<file path="config.mk">
export PLATFORM = sky130hd
export DESIGN_NAME = ean13_symbol_encoder
export DESIGN_NICKNAME = d
export VERILOG_FILES = /design/src/hdl/ean13_pkg.sv /design/src/hdl/ean13_digit_lane.sv /design/src/hdl/ean13_segment_merge.sv /design/src/hdl/ean13_symbol_encoder.sv
export SDC_FILE = /design/constraint.sdc
export NUM_CORES = 1
export LEC_CHECK = 0
export ABC_AREA = 1
export BUFFER_PORTS_ARGS = -buffer_cell sky130_fd_sc_hd__buf_2
export CAP_MARGIN = 0
export CORE_ASPECT_RATIO = 1.5
export CORE_MARGIN = 1.5
export CORE_UTILIZATION = 45
export DETAILED_ROUTE_END_ITERATION = 7
export GPL_TIMING_DRIVEN = 1
export PLACE_DENSITY = 0.61
export REMOVE_ABC_BUFFERS = 1
export SETUP_SLACK_MARGIN = 0.15
export SYNTH_ARGS = -nofsm -noshare
export SYNTH_HDL_FRONTEND = slang
export SYNTH_SLANG_ARGS = --single-unit
</file>
<file path="constraint.sdc">
create_clock -name clock -period 8 [get_ports clock]
set_clock_uncertainty 0.1 [all_clocks]
set_input_delay 2.4 -clock clock [delete_from_list [all_inputs] [get_ports clock]]
set_output_delay 2.4 -clock clock [all_outputs]
set_load 0.005 [all_outputs]
</file>
<file path="src/hdl/ean13_pkg.sv">
`timescale 1ns / 1ps
// ----------------------------------------------------------------------------
// ean13_pkg
// Shared types, code tables and segment constants for the EAN-13 encoder.
// ----------------------------------------------------------------------------
package ean13_pkg;

   localparam int DIGIT_WIDTH       = 4;
   localparam int NUM_DIGITS        = 13;
   localparam int CODE_WIDTH        = DIGIT_WIDTH * NUM_DIGITS;
   localparam int NUM_LANES         = 12;
   localparam int LANES_PER_HALF    = NUM_LANES / 2;
   localparam int LANE_INDEX_WIDTH  = 4;
   localparam int PATTERN_WIDTH     = 7;
   localparam int COUNT_WIDTH       = 5;
   localparam int SEG_INDEX_WIDTH   = 5;
   localparam int CSR_INDEX_WIDTH   = 2;

   localparam logic [CSR_INDEX_WIDTH-1:0] CSR_LEFT_QUIET  = 2'd0;
   localparam logic [CSR_INDEX_WIDTH-1:0] CSR_RIGHT_QUIET = 2'd1;

   localparam logic [COUNT_WIDTH-1:0] LEFT_QUIET_RESET  = 5'd11;
   localparam logic [COUNT_WIDTH-1:0] RIGHT_QUIET_RESET = 5'd7;

   localparam logic [SEG_INDEX_WIDTH-1:0] SEG_LEFT_QUIET  = 5'd0;
   localparam logic [SEG_INDEX_WIDTH-1:0] SEG_START_GUARD = 5'd1;
   localparam logic [SEG_INDEX_WIDTH-1:0] SEG_LEFT_FIRST  = 5'd2;
   localparam logic [SEG_INDEX_WIDTH-1:0] SEG_LEFT_LAST   = 5'd7;
   localparam logic [SEG_INDEX_WIDTH-1:0] SEG_CENTER      = 5'd8;
   localparam logic [SEG_INDEX_WIDTH-1:0] SEG_RIGHT_LAST  = 5'd14;
   localparam logic [SEG_INDEX_WIDTH-1:0] SEG_END_GUARD   = 5'd15;
   localparam logic [SEG_INDEX_WIDTH-1:0] SEG_RIGHT_QUIET = 5'd16;
   // right lanes sit one segment further on, past the center guard
   localparam logic [SEG_INDEX_WIDTH-1:0] SEG_RIGHT_OFFSET = 5'd3;

   localparam logic [PATTERN_WIDTH-1:0] EDGE_GUARD_PATTERN   = 7'h50;
   localparam logic [PATTERN_WIDTH-1:0] CENTER_GUARD_PATTERN = 7'h28;
   localparam logic [PATTERN_WIDTH-1:0] QUIET_PATTERN        = 7'h00;

   localparam logic [COUNT_WIDTH-1:0] EDGE_GUARD_COUNT   = 5'd3;
   localparam logic [COUNT_WIDTH-1:0] CENTER_GUARD_COUNT = 5'd5;
   localparam logic [COUNT_WIDTH-1:0] DIGIT_COUNT        = 5'd7;

   localparam logic [DIGIT_WIDTH-1:0] DIGIT_MAX = 4'd9;

   typedef struct packed {
      logic right;
      logic use_l;
      logic lead_ok;
   } lane_mode_type;

   typedef struct packed {
      logic [PATTERN_WIDTH-1:0] pattern;
      logic                     error;
   } lane_result_type;

   function automatic logic [5:0] parity_lookup(input logic [DIGIT_WIDTH-1:0] lead);
      logic [5:0] p;
      case (lead)
         4'd0:    p = 6'h3F;
         4'd1:    p = 6'h34;
         4'd2:    p = 6'h32;
         4'd3:    p = 6'h31;
         4'd4:    p = 6'h2C;
         4'd5:    p = 6'h26;
         4'd6:    p = 6'h23;
         4'd7:    p = 6'h2A;
         4'd8:    p = 6'h29;
         4'd9:    p = 6'h25;
         default: p = 6'h00;
      endcase
      return p;
   endfunction

   function automatic logic [PATTERN_WIDTH-1:0] l_code(input logic [DIGIT_WIDTH-1:0] d);
      logic [PATTERN_WIDTH-1:0] c;
      case (d)
         4'd0:    c = 7'h0D;
         4'd1:    c = 7'h19;
         4'd2:    c = 7'h13;
         4'd3:    c = 7'h3D;
         4'd4:    c = 7'h23;
         4'd5:    c = 7'h31;
         4'd6:    c = 7'h2F;
         4'd7:    c = 7'h3B;
         4'd8:    c = 7'h37;
         4'd9:    c = 7'h0B;
         default: c = 7'h00;
      endcase
      return c;
   endfunction

   function automatic logic [PATTERN_WIDTH-1:0] reverse7(input logic [PATTERN_WIDTH-1:0] v);
      logic [PATTERN_WIDTH-1:0] r;
      for (int i = 0; i < PATTERN_WIDTH; i++) begin
         r[i] = v[PATTERN_WIDTH-1-i];
      end
      return r;
   endfunction

endpackage

</file>
<file path="src/hdl/ean13_digit_lane.sv">
`timescale 1ns / 1ps
// ----------------------------------------------------------------------------
// ean13_digit_lane
// Encodes one digit into its 7-module L, G or R pattern.
// ----------------------------------------------------------------------------
module ean13_digit_lane (
   input  logic [ean13_pkg::DIGIT_WIDTH-1:0] digit,
   input  ean13_pkg::lane_mode_type          mode,
   output ean13_pkg::lane_result_type        result
);

   logic [ean13_pkg::PATTERN_WIDTH-1:0] l_pat;
   logic [ean13_pkg::PATTERN_WIDTH-1:0] r_pat;
   logic                                bad;

   always_comb begin
      l_pat = ean13_pkg::l_code(digit);
      r_pat = ~l_pat;
      bad   = (digit > ean13_pkg::DIGIT_MAX) || (!mode.right && !mode.lead_ok);
      result.error = bad;
      if (bad) begin
         result.pattern = ean13_pkg::QUIET_PATTERN;
      end else if (mode.right) begin
         result.pattern = r_pat;
      end else if (mode.use_l) begin
         result.pattern = l_pat;
      end else begin
         result.pattern = ean13_pkg::reverse7(r_pat);   // G code
      end
   end

endmodule

</file>
<file path="src/hdl/ean13_segment_merge.sv">
`timescale 1ns / 1ps
// ----------------------------------------------------------------------------
// ean13_segment_merge
// Holds the twelve lane results of one code and sends the 17 segments out,
// guards and quiet zones merged in, one transfer per cycle while rsp_stall is low.
// ----------------------------------------------------------------------------
module ean13_segment_merge (
   input  logic                                  clock,
   input  logic                                  reset,
   input  logic                                  load_valid,
   input  ean13_pkg::lane_result_type            load_lanes [ean13_pkg::NUM_LANES],
   output logic                                  load_take,
   input  logic [ean13_pkg::COUNT_WIDTH-1:0]     left_quiet,
   input  logic [ean13_pkg::COUNT_WIDTH-1:0]     right_quiet,
   output logic                                  rsp_valid,
   input  logic                                  rsp_stall,
   output logic [ean13_pkg::PATTERN_WIDTH-1:0]   rsp_pattern,
   output logic [ean13_pkg::COUNT_WIDTH-1:0]     rsp_module_count,
   output logic                                  rsp_digit_error,
   output logic                                  rsp_last
);

   ean13_pkg::lane_result_type                lanes_ff [ean13_pkg::NUM_LANES];
   logic                                      busy_ff;
   logic [ean13_pkg::SEG_INDEX_WIDTH-1:0]     idx_ff;
   logic                                      valid_ff;
   logic [ean13_pkg::PATTERN_WIDTH-1:0]       pattern_ff;
   logic [ean13_pkg::COUNT_WIDTH-1:0]         count_ff;
   logic                                      error_ff;
   logic                                      last_ff;

   logic                                      advance;
   logic                                      final_seg;
   logic [ean13_pkg::LANE_INDEX_WIDTH-1:0]    lane_sel;
   logic [ean13_pkg::SEG_INDEX_WIDTH-1:0]     lane_off;
   ean13_pkg::lane_result_type                lane_pick;
   logic [ean13_pkg::PATTERN_WIDTH-1:0]       pattern_in;
   logic [ean13_pkg::COUNT_WIDTH-1:0]         count_in;
   logic                                      error_in;
   logic                                      last_in;

   assign advance   = !valid_ff || !rsp_stall;
   assign final_seg = (idx_ff == ean13_pkg::SEG_RIGHT_QUIET);
   assign load_take = advance && (!busy_ff || final_seg);

   always_comb begin
      if (idx_ff <= ean13_pkg::SEG_LEFT_LAST) begin
         lane_off = idx_ff - ean13_pkg::SEG_LEFT_FIRST;
      end else begin
         lane_off = idx_ff - ean13_pkg::SEG_RIGHT_OFFSET;
      end
      lane_sel  = lane_off[ean13_pkg::LANE_INDEX_WIDTH-1:0];
      lane_pick = lanes_ff[lane_sel];

      pattern_in = ean13_pkg::QUIET_PATTERN;
      count_in   = ean13_pkg::DIGIT_COUNT;
      error_in   = 1'b0;
      last_in    = 1'b0;
      if (idx_ff == ean13_pkg::SEG_LEFT_QUIET) begin
         count_in = left_quiet;
      end else if (idx_ff == ean13_pkg::SEG_START_GUARD ||
                   idx_ff == ean13_pkg::SEG_END_GUARD) begin
         pattern_in = ean13_pkg::EDGE_GUARD_PATTERN;
         count_in   = ean13_pkg::EDGE_GUARD_COUNT;
      end else if (idx_ff == ean13_pkg::SEG_CENTER) begin
         pattern_in = ean13_pkg::CENTER_GUARD_PATTERN;
         count_in   = ean13_pkg::CENTER_GUARD_COUNT;
      end else if (idx_ff <= ean13_pkg::SEG_RIGHT_LAST) begin
         pattern_in = lane_pick.pattern;
         error_in   = lane_pick.error;
      end else begin
         count_in = right_quiet;
         last_in  = 1'b1;
      end
   end

   always_ff @(posedge clock) begin
      if (reset) begin
         busy_ff  <= 1'b0;
         idx_ff   <= ean13_pkg::SEG_LEFT_QUIET;
         valid_ff <= 1'b0;
      end else if (advance) begin
         valid_ff <= busy_ff;
         if (busy_ff) begin
            pattern_ff <= pattern_in;
            count_ff   <= count_in;
            error_ff   <= error_in;
            last_ff    <= last_in;
         end
         if (load_take && load_valid) begin
            busy_ff  <= 1'b1;
            idx_ff   <= ean13_pkg::SEG_LEFT_QUIET;
            lanes_ff <= load_lanes;
         end else if (busy_ff) begin
            if (final_seg) begin
               busy_ff <= 1'b0;
               idx_ff  <= ean13_pkg::SEG_LEFT_QUIET;
            end else begin
               idx_ff <= idx_ff + 1'b1;
            end
         end
      end
   end

   assign rsp_valid        = valid_ff;
   assign rsp_pattern      = pattern_ff;
   assign rsp_module_count = count_ff;
   assign rsp_digit_error  = error_ff;
   assign rsp_last         = last_ff;

endmodule

</file>
<file path="src/hdl/ean13_symbol_encoder.sv">
`timescale 1ns / 1ps
// ----------------------------------------------------------------------------
// ean13_symbol_encoder
// EAN-13 encoder: one packed BCD code in, 17 module segments out.
// ----------------------------------------------------------------------------
//  channel  dir  handshake          payload
//  req      in   req_valid/stall    req_code_digits[51:0]
//  rsp      out  rsp_valid/stall    pattern, module_count, digit_error, last
//  csr      in   csr_valid/ready    csr_index[1:0], csr_data[4:0]
//
//  Twelve digit lanes encode a code in the cycle it is taken into a one-entry
//  buffer; the segment stage sends 17 transfers, one per cycle while rsp_stall
//  is low, and the buffer takes the next code while the stage sends the last.
//  Codes pass the buffer, lane registers and output register; rsp_stall holds
//  the output register and stalls the segment stage; req_stall is high while the
//  buffer is full. Reset is synchronous; quiet zones return to 11 and 7 modules.
// ----------------------------------------------------------------------------
module ean13_symbol_encoder (
   input  logic                                    clock,
   input  logic                                    reset,
   input  logic                                    req_valid,
   output logic                                    req_stall,
   input  logic [ean13_pkg::CODE_WIDTH-1:0]        req_code_digits,
   output logic                                    rsp_valid,
   input  logic                                    rsp_stall,
   output logic [ean13_pkg::PATTERN_WIDTH-1:0]     rsp_pattern,
   output logic [ean13_pkg::COUNT_WIDTH-1:0]       rsp_module_count,
   output logic                                    rsp_digit_error,
   output logic                                    rsp_last,
   input  logic                                    csr_valid,
   output logic                                    csr_ready,
   input  logic [ean13_pkg::CSR_INDEX_WIDTH-1:0]   csr_index,
   input  logic [ean13_pkg::COUNT_WIDTH-1:0]       csr_data
);

   logic [ean13_pkg::COUNT_WIDTH-1:0]   left_quiet_ff;
   logic [ean13_pkg::COUNT_WIDTH-1:0]   right_quiet_ff;

   ean13_pkg::lane_result_type          lane_out [ean13_pkg::NUM_LANES];
   ean13_pkg::lane_result_type          buf_ff   [ean13_pkg::NUM_LANES];
   logic                                buf_valid_ff;
   logic                                load_take;
   logic                                req_take;

   logic [ean13_pkg::DIGIT_WIDTH-1:0]   lead;
   logic                                lead_ok;
   logic [5:0]                          parity;

   assign csr_ready = 1'b1;

   always_ff @(posedge clock) begin
      if (reset) begin
         left_quiet_ff  <= ean13_pkg::LEFT_QUIET_RESET;
         right_quiet_ff <= ean13_pkg::RIGHT_QUIET_RESET;
      end else if (csr_valid && csr_ready) begin
         if (csr_index == ean13_pkg::CSR_LEFT_QUIET) begin
            left_quiet_ff <= csr_data;
         end else if (csr_index == ean13_pkg::CSR_RIGHT_QUIET) begin
            right_quiet_ff <= csr_data;
         end
      end
   end

   assign lead    = req_code_digits[ean13_pkg::CODE_WIDTH-1 -: ean13_pkg::DIGIT_WIDTH];
   assign lead_ok = (lead <= ean13_pkg::DIGIT_MAX);
   assign parity  = ean13_pkg::parity_lookup(lead);

   for (genvar i = 0; i < ean13_pkg::NUM_LANES; i++) begin : g_lane
      ean13_pkg::lane_mode_type mode;
      if (i < ean13_pkg::LANES_PER_HALF) begin : g_left
         assign mode.right = 1'b0;
         assign mode.use_l = parity[ean13_pkg::LANES_PER_HALF-1-i];
      end else begin : g_right
         assign mode.right = 1'b1;
         assign mode.use_l = 1'b0;
      end
      assign mode.lead_ok = lead_ok;

      ean13_digit_lane u_lane (
         .digit  (req_code_digits[ean13_pkg::DIGIT_WIDTH*(ean13_pkg::NUM_LANES-1-i)
                                  +: ean13_pkg::DIGIT_WIDTH]),
         .mode   (mode),
         .result (lane_out[i])
      );
   end

   assign req_stall = buf_valid_ff;
   assign req_take  = req_valid && !req_stall;

   always_ff @(posedge clock) begin
      if (reset) begin
         buf_valid_ff <= 1'b0;
      end else if (req_take) begin
         buf_valid_ff <= 1'b1;
      end else if (load_take) begin
         buf_valid_ff <= 1'b0;
      end
   end

   always_ff @(posedge clock) begin
      if (req_take) begin
         buf_ff <= lane_out;
      end
   end

   ean13_segment_merge u_merge (
      .clock            (clock),
      .reset            (reset),
      .load_valid       (buf_valid_ff),
      .load_lanes       (buf_ff),
      .load_take        (load_take),
      .left_quiet       (left_quiet_ff),
      .right_quiet      (right_quiet_ff),
      .rsp_valid        (rsp_valid),
      .rsp_stall        (rsp_stall),
      .rsp_pattern      (rsp_pattern),
      .rsp_module_count (rsp_module_count),
      .rsp_digit_error  (rsp_digit_error),
      .rsp_last         (rsp_last)
   );

endmodule
</file>
==> run summary <==
syn_area_per_cell -> 10.2 um^2
critical path class -> input pin to flip-flop
GR Layer Usage met1 -> 19.3%
Final min period -> 4210 ps
die height -> 196 um
Worst Tran Pin Value -> 1070 ps
RSZ-0062 raised after global routing -> false
Worst Hold Launch -> buf_ff[38]$_SDFFCE_PP0P_
Syn-to-layout area delta -> 12.4%
CP Data Required Time -> 8030 ps
Worst setup EP type -> flip-flop
Post-route DRC -> 0
initial core utilization -> 45.8%
Place WS -> 3260 ps
Yosys warning count -> 0
leakage power -> 5.28 nW
initial drt markers -> 398
post-synthesis instance total -> 1,088
number of synthesized flops with an enable pin -> 206
vias in the first global route -> 7,506
ys async rst share -> 0%
dominant synthesized flop cell -> edfxtp_1
Hold Vio Cnt, Final -> 0
number of diodes -> 0
drt wl/cell -> 14.2 um
#FFs+latches synth -> 224
startpoint types -> input pin
Die Width -> 131 um
worst min-delay path class -> flip-flop to flip-flop
final worst slack -> 3790 ps
reg2reg start -> u_merge.idx_ff[0]$_SDFFE_PP0P_
clk buf depth -> 3
first-pass GRT wire length -> 35,300 um
drt first pass iters -> 5
commonest cells after routing, fill and taps aside -> 206 x edfxtp_1, 194 x nand2_1, 141 x inv_1, 114 x a21oi_1, 91 x o21ai_0
Setup crit start -> rsp_stall
CTS tree -> built
pwr dens -> 212 nW/um^2
Final #Nets -> 1,313
worst-skew pair later-pin latency -> 500 ps
GRT Max-Usage Layer -> met2
Max Slew Vio Count -> 0
CP max FO -> 49
DR vias/cell -> 4.99
Design Power -> 2.65 mW
most common cell after layout, fill and taps aside -> edfxtp_1
Reg clk slew, reported paths -> 60 ps
Post-CTS Setup Bufs -> 0
Via Count -> 7,555
Slew headroom -> 28.4%
final core area utilization -> 51.4%
initial antenna violation count -> 0
overall routed net length -> 21,500 um
IO Pins -> 81
GRT met2 Usage -> 31.7%
core area -> 24,300 um^2
share of cells above drive strength 1 -> 12.4%
port bufs -> 79
Root Buffer -> clkbuf_16
max frequency -> 0.237 GHz
Placement Rows -> 70
status -> complete, no violations
PostCTS Resize Cnt -> 0
hold slack final -> 317 ps
clock sink total -> 224
Seq/Total Area, Yosys -> 58.8%
Hold Buf Count CTS -> 0
M3 GR Usage -> 1.81%
CP arrival -> 4240 ps
Final setup viols -> 0
grt ovf -> 0
Mapped Area -> 11,100 um^2
H-tree depth -> 1
Overall Global Routing Usage -> 16.9%
CTS buffer count -> 21
Netlist cell types -> 43
Post-DP HPWL -> 15,700 um
MaxCap Viol Count -> 0
Final Cycle Share -> 52.6%
placer congestion estimate -> 0.785
Setup TNS Final -> 0 ps
Peak supply drop -> 0.125 mV
post-route ant nets -> 0
largest net degree at the start of global routing -> 52
die area -> 25,700 um^2
## sequential cells by signal (all words and copies together) (netlist names), 5 cells and up
name / cells
u_merge.rsp_pattern: 7
u_merge.rsp_module_count: 5
buf_ff: 96
left_quiet_ff: 5
right_quiet_ff: 5
u_merge.lanes_ff: 96
u_merge.idx_ff: 5
## path summary, 6_finish.rpt
path	endpoint	slack [ps]	cells past startpoint
max reg2reg	u_merge.lanes_ff[77]$_DFFE_PP_	4940	10
min	u_merge.lanes_ff[38]$_DFFE_PP_	320	0
min reg2reg	u_merge.lanes_ff[38]$_DFFE_PP_	320	0
max	u_merge.lanes_ff[77]$_DFFE_PP_	3790	8
## cell usage after synthesis (5+ instances only)
| library cell | instances | area share, % |
|---|---|---|
| a211oi_1 | 8 | 0.54 |
| a21oi_1 | 114 | 5.1 |
| a31oi_1 | 5 | 0.28 |
| buf_2 | 6 | 0.27 |
| dfxtp_1 | 18 | 3.2 |
| edfxtp_1 | 206 | 56 |
| ha_1 | 71 | 8.0 |
| inv_1 | 141 | 4.8 |
| nand2_1 | 194 | 6.5 |
| nand3_1 | 70 | 3.1 |
| nor2_1 | 67 | 2.3 |
| nor3_1 | 18 | 0.81 |
| o211ai_1 | 11 | 0.74 |
| o21ai_0 | 91 | 4.1 |
| o21ai_1 | 5 | 0.22 |
| o21ai_2 | 6 | 0.47 |
| or2_2 | 13 | 0.73 |
## metrics by stage
stage,instances,cell area (um^2)
finish,1515,12500
global route,1515,12500
CTS,1515,12500
detailed placement,1479,11900
global placement,1479,11900
floorplan,1071,11000
## critical path, stage by stage
cell and delay [ps]:
buf_2 100, nand2_1 110, inv_1 110, nor2_1 150, nand2_1 100, nor2_4 90, buf_4 490, buf_4 610
## layout make-up
type                       count  area [um^2]
timing repair buffer          84          433
tap                          324          405
clock buffer                  29          566
multi-input combinational    703         3940
inverter                     144          541
sequential                   224         6550
fill                        2244        11800
clock inverter                 7         85.1
## where the power goes
group	internal [mW]	switching, mW	leakage (nW)
clock	0.557	0.398	0.314
sequential	1.37	0.0238	2.10
combinational	0.0913	0.207	2.88
## kinds of logic after synthesis
family,synth area share (%)
AO/OA/AOI/OAI,12.3
other,0.0337
XOR/XNOR,0.236
AND/OR/NAND/NOR,14.7
adder cells (fa/ha/maj),7.97
buffers and inverters,6.01
flip-flops,58.8
## layer usage
layer | up-vias | part of all wire [%]
li1 | 3924 | -
met5 | - | 0
met3 | 49 | 3.0
met4 | 0 | 3.9
met1 | 3436 | 41
met2 | 146 | 52
No activity file was read; power rests on OpenSTA's default activity.
